**config.mk**
```make
export PLATFORM = sky130hd
export DESIGN_NAME = polar_scan_to_raster_point
export DESIGN_NICKNAME = d
export VERILOG_FILES = /design/src/rtl/psrp_pkg.sv /design/src/rtl/polar_scan_to_raster_point.sv
export SDC_FILE = /design/constraint.sdc
export NUM_CORES = 2
export LEC_CHECK = 0
export BUFFER_PORTS_ARGS = -buffer_cell sky130_fd_sc_hd__buf_2
export CAP_MARGIN = 30
export CELL_PAD_IN_SITES_DETAIL_PLACEMENT = 0
export CELL_PAD_IN_SITES_GLOBAL_PLACEMENT = 1
export CORE_AREA = 2 2 361 363
export DETAILED_ROUTE_END_ITERATION = 8
export DIE_AREA = 0 0 363 365
export PLACE_DENSITY_LB_ADDON = 0.05
export SLEW_MARGIN = 5
export SYNTH_ARGS = -nofsm -noshare
export SYNTH_HDL_FRONTEND = slang
export SYNTH_SLANG_ARGS = --single-unit
```
**constraint.sdc**
```tcl
create_clock -name clk -period 16.33 [get_ports clk]
set_clock_uncertainty 0.2 [all_clocks]
set_input_delay 1.633 -clock clk [delete_from_list [all_inputs] [get_ports clk]]
set_output_delay 1.633 -clock clk [all_outputs]
set_load 0.02 [all_outputs]
```
**src/rtl/psrp_pkg.sv**
```systemverilog
package psrp_pkg;

  // Field and register widths
  localparam int RANGE_W   = 16;
  localparam int ANGLE_W   = 16;
  localparam int CFG_IDX_W = 2;
  localparam int CFG_W     = 16;
  localparam int COORD_W   = 9;
  localparam int BEAM_W    = 12;

  // Image geometry
  localparam int IMAGE_SIZE = 500;
  localparam int HALF_SIZE  = IMAGE_SIZE / 2;
  localparam int MAX_BEAMS  = 4096;

  // Register indexes
  localparam logic [CFG_IDX_W-1:0] REG_START_ANGLE = 2'd0;
  localparam logic [CFG_IDX_W-1:0] REG_ANGLE_STEP  = 2'd1;
  localparam logic [CFG_IDX_W-1:0] REG_MIN_RANGE   = 2'd2;
  localparam logic [CFG_IDX_W-1:0] REG_MAX_RANGE   = 2'd3;

  // CORDIC datapath: x, y in Q30 with headroom, angle in 2^32 units per turn
  localparam int CORDIC_ITERS = 30;
  localparam int ITER_W       = $clog2(CORDIC_ITERS);
  localparam int XY_W         = 34;
  localparam int Z_W          = 32;
  localparam int ATAN_W       = 30;
  localparam logic signed [XY_W-1:0] CORDIC_GAIN = 34'sd652032874;

  // Q16 trig value, clamped to +/-1.0
  localparam int TRIG_W     = 18;
  localparam int TRIG_MAG_W = 17;

  // Projection datapath: r*IMAGE_SIZE, times |trig|, then drop 16 frac bits
  // and the factor of two in the denominator
  localparam int SCALE_W = $clog2(IMAGE_SIZE + 1);
  localparam int R500_W  = RANGE_W + SCALE_W;
  localparam int PROD_W  = R500_W + TRIG_MAG_W;
  localparam int DROP_W  = 17;
  localparam int DVD_W   = PROD_W - DROP_W;
  localparam int QBITS   = $clog2(HALF_SIZE);
  localparam int DIV_CNT_W = $clog2(QBITS);
  localparam int PIX_W   = COORD_W + 2;

  // Arctangent of 2^-i in 2^32 units per turn
  function automatic logic [ATAN_W-1:0] atan_entry(input logic [ITER_W-1:0] i);
    logic [ATAN_W-1:0] v;
    case (i)
      5'd0:  v = 30'd536870912;
      5'd1:  v = 30'd316933406;
      5'd2:  v = 30'd167458907;
      5'd3:  v = 30'd85004756;
      5'd4:  v = 30'd42667331;
      5'd5:  v = 30'd21354465;
      5'd6:  v = 30'd10679838;
      5'd7:  v = 30'd5340245;
      5'd8:  v = 30'd2670163;
      5'd9:  v = 30'd1335087;
      5'd10: v = 30'd667544;
      5'd11: v = 30'd333772;
      5'd12: v = 30'd166886;
      5'd13: v = 30'd83443;
      5'd14: v = 30'd41722;
      5'd15: v = 30'd20861;
      5'd16: v = 30'd10430;
      5'd17: v = 30'd5215;
      5'd18: v = 30'd2608;
      5'd19: v = 30'd1304;
      5'd20: v = 30'd652;
      5'd21: v = 30'd326;
      5'd22: v = 30'd163;
      5'd23: v = 30'd81;
      5'd24: v = 30'd41;
      5'd25: v = 30'd20;
      5'd26: v = 30'd10;
      5'd27: v = 30'd5;
      5'd28: v = 30'd3;
      5'd29: v = 30'd1;
      default: v = '0;
    endcase
    return v;
  endfunction

  // Round Q30 to Q16 (floor of v + half LSB) and clamp to +/-1.0
  function automatic logic signed [TRIG_W-1:0] to_q16(input logic signed [XY_W-1:0] v);
    logic signed [XY_W-1:0] t;
    t = (v + 34'sd8192) >>> 14;
    if (t > 34'sd65536) begin
      t = 34'sd65536;
    end else if (t < -34'sd65536) begin
      t = -34'sd65536;
    end
    return t[TRIG_W-1:0];
  endfunction

endpackage

```
**src/rtl/polar_scan_to_raster_point.sv**
```systemverilog
// Channel | Direction | Handshake             | Payload
// in_     | input     | in_valid / in_ready   | range_mm[15:0], last_beam
// out_    | output    | out_valid / out_ready | plot, pixel_x[8:0], pixel_y[8:0], scan_done
// cfg_    | input     | cfg_valid / cfg_ready | index[1:0], data[15:0]
//
// In-window sample: 30 CORDIC iterations, a rounding step, then for x and then y one multiply
// and a restoring divide of 8 quotient bits each, then a load step.
// Out-of-window sample: goes from accept straight to the load step.
// in_ready returns the cycle after the load; no new item is taken while one is in flight.
// A result stalled by out_ready holds the next item in the load step until it is taken.
// rst_n is synchronous; control registers reset, beam count to 0; datapath registers do not.
module polar_scan_to_raster_point (
  input  logic                           clk,
  input  logic                           rst_n,
  input  logic                           in_valid,
  output logic                           in_ready,
  input  logic [psrp_pkg::RANGE_W-1:0]   in_range_mm,
  input  logic                           in_last_beam,
  output logic                           out_valid,
  input  logic                           out_ready,
  output logic                           out_plot,
  output logic [psrp_pkg::COORD_W-1:0]   out_pixel_x,
  output logic [psrp_pkg::COORD_W-1:0]   out_pixel_y,
  output logic                           out_scan_done,
  input  logic                           cfg_valid,
  output logic                           cfg_ready,
  input  logic [psrp_pkg::CFG_IDX_W-1:0] cfg_index,
  input  logic [psrp_pkg::CFG_W-1:0]     cfg_data
);
  import psrp_pkg::*;

  localparam logic [2:0] S_IDLE   = 3'd0;
  localparam logic [2:0] S_CORDIC = 3'd1;
  localparam logic [2:0] S_ROUND  = 3'd2;
  localparam logic [2:0] S_MUL    = 3'd3;
  localparam logic [2:0] S_DIV    = 3'd4;
  localparam logic [2:0] S_OUT    = 3'd5;

  logic [2:0]               state_r, state_nxt;

  // Configuration registers
  logic [ANGLE_W-1:0]       start_angle_r;
  logic [ANGLE_W-1:0]       angle_step_r;
  logic [RANGE_W-1:0]       min_range_r;
  logic [RANGE_W-1:0]       range_top_r;

  logic [BEAM_W-1:0]        beam_index_r;

  // Item context
  logic                     in_win_r;
  logic                     last_r;
  logic [1:0]               quad_r;
  logic [R500_W-1:0]        r500_r;

  // CORDIC unit
  logic signed [XY_W-1:0]   x_r, y_r;
  logic signed [Z_W-1:0]    z_r;
  logic [ITER_W-1:0]        iter_r;

  // Trig results
  logic signed [TRIG_W-1:0] cos_r, sin_r;

  // Multiply and divide unit
  logic                     sel_y_r;
  logic                     neg_r;
  logic [DVD_W-1:0]         rem_r;
  logic [QBITS-1:0]         quo_r;
  logic [DIV_CNT_W-1:0]     div_cnt_r;

  // Projected coordinates
  logic [COORD_W-1:0]       px_r;
  logic                     x_ok_r;
  logic [COORD_W-1:0]       py_r;
  logic                     y_ok_r;

  // Output register
  logic                     out_valid_r;
  logic                     out_plot_r;
  logic [COORD_W-1:0]       out_pixel_x_r;
  logic [COORD_W-1:0]       out_pixel_y_r;
  logic                     out_scan_done_r;

  logic                     in_fire;
  logic                     out_load;
  logic [BEAM_W:0]          beam_inc;
  logic [BEAM_W+ANGLE_W-1:0] angle_prod;
  logic [ANGLE_W-1:0]       angle;
  logic signed [XY_W-1:0]   dx, dy;
  logic signed [Z_W-1:0]    atan_v;
  logic signed [TRIG_W-1:0] cq, sq;
  logic signed [TRIG_W-1:0] trig_sel;
  logic signed [TRIG_W-1:0] trig_neg;
  logic [TRIG_MAG_W-1:0]    trig_mag;
  logic [PROD_W-1:0]        prod;
  logic [DVD_W-1:0]         dsr;
  logic                     dsr_fit;
  logic [QBITS-1:0]         quo_step;
  logic signed [PIX_W-1:0]  coord;
  logic                     coord_ok;

  assign in_ready  = (state_r == S_IDLE);
  assign cfg_ready = 1'b1;
  assign in_fire   = in_valid && in_ready;
  assign out_load  = (state_r == S_OUT) && (!out_valid_r || out_ready);

  assign out_valid     = out_valid_r;
  assign out_plot      = out_plot_r;
  assign out_pixel_x   = out_pixel_x_r;
  assign out_pixel_y   = out_pixel_y_r;
  assign out_scan_done = out_scan_done_r;

  // Beam angle of the accepted item, wrapped to one turn
  assign angle_prod = (BEAM_W + ANGLE_W)'(beam_index_r) * (BEAM_W + ANGLE_W)'(angle_step_r);
  assign angle      = start_angle_r + angle_prod[ANGLE_W-1:0];
  assign beam_inc   = {1'b0, beam_index_r} + 1'b1;

  // CORDIC micro-rotation terms
  assign dx     = y_r >>> iter_r;
  assign dy     = x_r >>> iter_r;
  assign atan_v = Z_W'(atan_entry(iter_r));

  // Round and fold the quadrant back in
  always_comb begin
    logic signed [TRIG_W-1:0] cr, sr;
    cr = to_q16(x_r);
    sr = to_q16(y_r);
    case (quad_r)
      2'd0: begin
        cq = cr;
        sq = sr;
      end
      2'd1: begin
        cq = -sr;
        sq = cr;
      end
      2'd2: begin
        cq = -cr;
        sq = -sr;
      end
      default: begin
        cq = sr;
        sq = -cr;
      end
    endcase
  end

  // Shared multiplier: r*IMAGE_SIZE times |trig|
  assign trig_sel = sel_y_r ? sin_r : cos_r;
  assign trig_neg = -trig_sel;
  assign trig_mag = trig_sel[TRIG_W-1] ? trig_neg[TRIG_MAG_W-1:0]
                                       : trig_sel[TRIG_MAG_W-1:0];
  assign prod     = PROD_W'(r500_r) * PROD_W'(trig_mag);

  // Restoring divide step: one quotient bit per cycle, divisor range_top
  assign dsr      = DVD_W'(range_top_r) << div_cnt_r;
  assign dsr_fit  = (rem_r >= dsr);
  assign quo_step = quo_r | (QBITS'(dsr_fit) << div_cnt_r);

  // Signed offset from the image center and the bounds check
  always_comb begin
    logic signed [PIX_W-1:0] q;
    q = $signed(PIX_W'(quo_step));
    coord    = neg_r ? (PIX_W'(HALF_SIZE) - q) : (PIX_W'(HALF_SIZE) + q);
    coord_ok = (coord >= 0) && (coord < PIX_W'(IMAGE_SIZE));
  end

  // Sequencer
  always_comb begin
    state_nxt = state_r;
    case (state_r)
      S_IDLE: begin
        if (in_fire) begin
          if ((in_range_mm > min_range_r) && (in_range_mm < range_top_r)) begin
            state_nxt = S_CORDIC;
          end else begin
            state_nxt = S_OUT;
          end
        end
      end
      S_CORDIC: begin
        if (iter_r == ITER_W'(CORDIC_ITERS - 1)) begin
          state_nxt = S_ROUND;
        end
      end
      S_ROUND: state_nxt = S_MUL;
      S_MUL:   state_nxt = S_DIV;
      S_DIV: begin
        if (div_cnt_r == '0) begin
          state_nxt = sel_y_r ? S_OUT : S_MUL;
        end
      end
      S_OUT: begin
        if (out_load) begin
          state_nxt = S_IDLE;
        end
      end
      default: state_nxt = S_IDLE;
    endcase
  end

  // Control registers
  always_ff @(posedge clk) begin
    if (!rst_n) begin
      state_r       <= S_IDLE;
      beam_index_r  <= '0;
      start_angle_r <= '0;
      angle_step_r  <= '0;
      min_range_r   <= '0;
      range_top_r   <= '1;
      out_valid_r   <= 1'b0;
    end else begin
      state_r <= state_nxt;

      // Register writes
      if (cfg_valid && cfg_ready) begin
        case (cfg_index)
          REG_START_ANGLE: start_angle_r <= cfg_data;
          REG_ANGLE_STEP:  angle_step_r  <= cfg_data;
          REG_MIN_RANGE:   min_range_r   <= cfg_data;
          REG_MAX_RANGE:   range_top_r   <= cfg_data;
          default: ;
        endcase
      end

      // Advance the beam count, restart after the last beam or at MAX_BEAMS
      if (in_fire) begin
        if (in_last_beam || (beam_inc >= (BEAM_W + 1)'(MAX_BEAMS))) begin
          beam_index_r <= '0;
        end else begin
          beam_index_r <= beam_inc[BEAM_W-1:0];
        end
      end

      if (out_load) begin
        out_valid_r <= 1'b1;
      end else if (out_ready) begin
        out_valid_r <= 1'b0;
      end
    end
  end

  // Datapath registers
  always_ff @(posedge clk) begin
    case (state_r)
      S_IDLE: begin
        if (in_fire) begin
          in_win_r <= (in_range_mm > min_range_r) && (in_range_mm < range_top_r);
          last_r   <= in_last_beam;
          quad_r   <= angle[ANGLE_W-1:ANGLE_W-2];
          r500_r   <= R500_W'(in_range_mm) * R500_W'(IMAGE_SIZE);
          x_r      <= CORDIC_GAIN;
          y_r      <= '0;
          z_r      <= $signed({2'b00, angle[ANGLE_W-3:0], 16'b0});
          iter_r   <= '0;
          sel_y_r  <= 1'b0;
        end
      end
      S_CORDIC: begin
        // Rotate toward zero residual angle
        if (!z_r[Z_W-1]) begin
          x_r <= x_r - dx;
          y_r <= y_r + dy;
          z_r <= z_r - atan_v;
        end else begin
          x_r <= x_r + dx;
          y_r <= y_r - dy;
          z_r <= z_r + atan_v;
        end
        iter_r <= iter_r + 1'b1;
      end
      S_ROUND: begin
        cos_r <= cq;
        sin_r <= sq;
      end
      S_MUL: begin
        neg_r     <= trig_sel[TRIG_W-1];
        rem_r     <= prod[PROD_W-1:DROP_W];
        quo_r     <= '0;
        div_cnt_r <= DIV_CNT_W'(QBITS - 1);
      end
      S_DIV: begin
        if (dsr_fit) begin
          rem_r <= rem_r - dsr;
        end
        quo_r     <= quo_step;
        div_cnt_r <= div_cnt_r - 1'b1;
        // Hold x, then switch the shared unit over to y
        if (div_cnt_r == '0) begin
          if (!sel_y_r) begin
            px_r    <= coord[COORD_W-1:0];
            x_ok_r  <= coord_ok;
            sel_y_r <= 1'b1;
          end else begin
            py_r    <= coord[COORD_W-1:0];
            y_ok_r  <= coord_ok;
          end
        end
      end
      S_OUT: begin
        if (out_load) begin
          out_scan_done_r <= last_r;
          if (in_win_r && x_ok_r && y_ok_r) begin
            out_plot_r    <= 1'b1;
            out_pixel_x_r <= px_r;
            out_pixel_y_r <= py_r;
          end else begin
            out_plot_r    <= 1'b0;
            out_pixel_x_r <= '0;
            out_pixel_y_r <= '0;
          end
        end
      end
      default: ;
    endcase
  end

  // Partial remainder stays below the divisor scaled to the pending bits
  a_div_rem_bound: assert property (@(posedge clk) disable iff (!rst_n)
    (state_r == S_DIV) |->
      ((DVD_W + 1)'(rem_r) <
       ((DVD_W + 1)'(range_top_r) << ({1'b0, div_cnt_r} + (DIV_CNT_W + 1)'(1)))))
    else $error("divide remainder out of bound");

  // A plotted point lands on the image
  a_plot_in_image: assert property (@(posedge clk) disable iff (!rst_n)
    (out_valid_r && out_plot_r) |->
      ((out_pixel_x_r < COORD_W'(IMAGE_SIZE)) && (out_pixel_y_r < COORD_W'(IMAGE_SIZE))))
    else $error("plotted point outside image");

  // An accepted item keeps the block busy until its result is loaded
  a_busy_after_accept: assert property (@(posedge clk) disable iff (!rst_n)
    in_fire |=> !in_ready)
    else $error("item accepted while busy");

  // The CORDIC counter never runs past its last iteration
  a_cordic_count: assert property (@(posedge clk) disable iff (!rst_n)
    (state_r == S_CORDIC) |-> (iter_r < ITER_W'(CORDIC_ITERS)))
    else $error("CORDIC iteration count overrun");

  // A result loads only from the output step and never over an untaken one
  a_out_load: assert property (@(posedge clk) disable iff (!rst_n)
    (out_valid_r && !out_ready) |=> (out_valid_r && $stable(out_scan_done_r)))
    else $error("pending result overwritten");

endmodule
```
==> flow_summary.json <==
{
  "synth_fp_nets": 6604,
  "synth_seq_cells": 356,
  "grt_start_max_net_pins": 72,
  "use_met2": 0.392,
  "arrival_ns": 10.37,
  "synth_ff_type": "edfxtp_1",
  "top_usage_layer": "met2",
  "ctsResizeCount": 0,
  "die_h_um": 365,
  "dp.cells": 7234,
  "ctsLongestPathBuffers": 3,
  "final_cell_mix": "nand2_1 (781), inv_1 (707), fa_1 (462)",
  "finish.utilization": 0.415,
  "rsz0062_at_grt": "no",
  "layout_commonest_cell": "nand2_1",
  "status": "complete, no violations",
  "synth_edf_count": 246,
  "grt_use_met3": 0.0228,
  "tightestPinTransition_ns": 0.966,
  "cts_buffers": 49,
  "rows": 132,
  "ys_types": 105,
  "layout.cells.non_filler": 7327,
  "slew_headroom": 0.356,
  "dieWidth_um": 363,
  "critical_path_class": "flip-flop to flip-flop",
  "die_area_sq_um": 132000,
  "drc": 0,
  "ioPinCount": 63,
  "async_reset_ff_frac": 0,
  "track_usage": 0.237,
  "wl_um": 156000,
  "cp-end-kind": "flip-flop",
  "slowest_stage": "xor2_4",
  "antenna_found_initial": 10,
  "drt_iter0_markers": 2706,
  "cts-hold-fix-buffers": 0,
  "crit_fanout": 30,
  "place.gp.congestion": 0.860,
  "viasPerCell": 5.49,
  "clk-insertion-delay-late_ns": 0.64,
  "syn-cell-area_sq_um": 49800,
  "drive_above_1_share": 0.0803,
  "clk_pin_slew_ns": 0.06,
  "drt-pass1-iter-count": 6,
  "syn_to_final_growth_pct": 7.30,
  "max_stage_delay_ns": 0.77,
  "dpl.hpwl_um": 119000,
  "start_util": 0.387,
  "fmax_ghz": 0.0979,
  "root_buffer": "clkbuf_16",
  "hp-class": "flip-flop to flip-flop",
  "coreArea_sq_um": 129000,
  "path_common_cell": "fa_1",
  "wire_per_inst_um": 21.3,
  "finalSetupViolCount": 0,
  "drv_cap": 0,
  "min_period_over_period": 0.626,
  "h-tree-depth": 2,
  "slew_viol_final": 0,
  "first_global_vias": 40400,
  "cts_setup_buffers": 0,
  "finalSetupTns_ns": 0,
  "clock-sinks": 356,
  "cp-start-kind": "flip-flop",
  "synth_seq_area_share": 0.193,
  "syn_area_per_cell_sq_um": 8.69,
  "via_count": 40200,
  "ant_nets": 0,
  "hold_viol": 0,
  "nets": 6493,
  "portBuffers": 61,
  "overflow": 0,
  "required_ns": 16.49,
  "min_period_ns": 10.22,
  "synth_warnings": 0,
  "syn_inst": 5723,
  "grt_first_pass_wirelength_um": 245000,
  "use_met1": 0.330,
  "tritoncts": "yes"
}
## layout make-up
| class | count | area (sq um) |
|---|---|---|
| clock buffer | 65 | 1380 |
| clock inverter | 25 | 225 |
| multi-input combinational | 4335 | 36300 |
| sequential | 356 | 9590 |
| tap | 1675 | 2100 |
| fill | 13100 | 75300 |
| inverter | 717 | 2690 |
| antenna | 1 | 2.50 |
| timing repair buffer | 153 | 1060 |
## cells in the mapped netlist, types with 26 or more instances
| cell type | n | share of area |
|---|---|---|
| nor2b_1 | 42 | 0.0053 |
| nand3_1 | 96 | 0.0097 |
| mux2i_1 | 82 | 0.016 |
| edfxtp_1 | 246 | 0.15 |
| nand2_1 | 781 | 0.059 |
| xor2_1 | 126 | 0.022 |
| clkbuf_1 | 237 | 0.018 |
| o22ai_1 | 26 | 0.0033 |
| nand4_1 | 41 | 0.0052 |
| xnor2_1 | 200 | 0.035 |
| and3_1 | 52 | 0.0065 |
| inv_1 | 708 | 0.053 |
| o31ai_1 | 30 | 0.0045 |
| a211oi_1 | 50 | 0.0075 |
| a21oi_1 | 334 | 0.034 |
| o21ai_0 | 184 | 0.019 |
| buf_1 | 30 | 0.0023 |
| or3_1 | 26 | 0.0033 |
| o21a_1 | 46 | 0.0069 |
| nor2_1 | 388 | 0.029 |
| a31oi_1 | 48 | 0.0060 |
| mux2_2 | 34 | 0.0077 |
| ha_1 | 379 | 0.095 |
| fa_1 | 462 | 0.19 |
| and2_1 | 204 | 0.026 |
| a21o_1 | 65 | 0.0098 |
| mux4_2 | 105 | 0.048 |
| dfxtp_1 | 110 | 0.044 |
| buf_2 | 35 | 0.0035 |
| nand2b_1 | 44 | 0.0055 |
| o211ai_1 | 60 | 0.0091 |
| nor3_1 | 94 | 0.0095 |
## cells by family after synthesis
family	synth area share
adders and majority gates	0.281
muxes	0.0726
xor gates and xnor gates	0.0577
other	0.0000754
buffers and inverters	0.0803
AOI/OAI and AO/OA	0.139
and+or+nand+nor	0.176
DFF	0.193
## critical path: cells and delay by family (launching register included)
family / cells / cell delay [ns]
adders and majority gates: 8 / 3.67
xor gates and xnor gates: 2 / 0.93
DFF: 1 / 0.41
and+or+nand+nor: 2 / 0.34
AOI/OAI and AO/OA: 10 / 3.07
buffers and inverters: 5 / 0.65
muxes: 1 / 0.61
## state kept, by name (all words and copies together), names as in the netlist, 9 cells and up
register / cells
angle_step_r: 16
atan_v: 30
beam_index_r: 12
cos_r: 18
min_range_r: 16
out_pixel_x: 9
out_pixel_y: 9
px_r: 9
py_r: 9
r500_r: 23
range_top_r: 16
rem_r: 25
sin_r: 18
start_angle_r: 16
x_r: 34
y_r: 34
z_r: 32
## metrics by stage
step	area (sq um)	setup slack, ns	hold WS (ns)
after floorplan	49800	7.69	0.200
after global routing	53400	5.28	0.243
after global placement	51600	6.08	0.217
final	53400	6.11	0.227
after CTS	53300	6.03	0.229
after detailed placement	51700	6.08	0.212
## routing by layer
layer  vias to the layer above  part of all wire
met5                         -          0.000070
met1                     19900              0.47
met2                       878              0.47
met3                       207             0.039
li1                      19200                 -
met4                         2             0.026
## path summary, 6_finish.rpt
check / startpoint / endpoint / slack, ns / cells after the start
setup / recovery: sel_y_r / rem_r[22] / 6.11 / 28
hold / removal: last_r / out_scan_done / 0.23 / 0
setup reg to reg: sel_y_r / rem_r[22] / 6.11 / 28
hold reg to reg: last_r / out_scan_done / 0.23 / 0
Power is not shown: default switching activity piles up to over one toggle a cycle in this logic, so the estimate is an artifact.
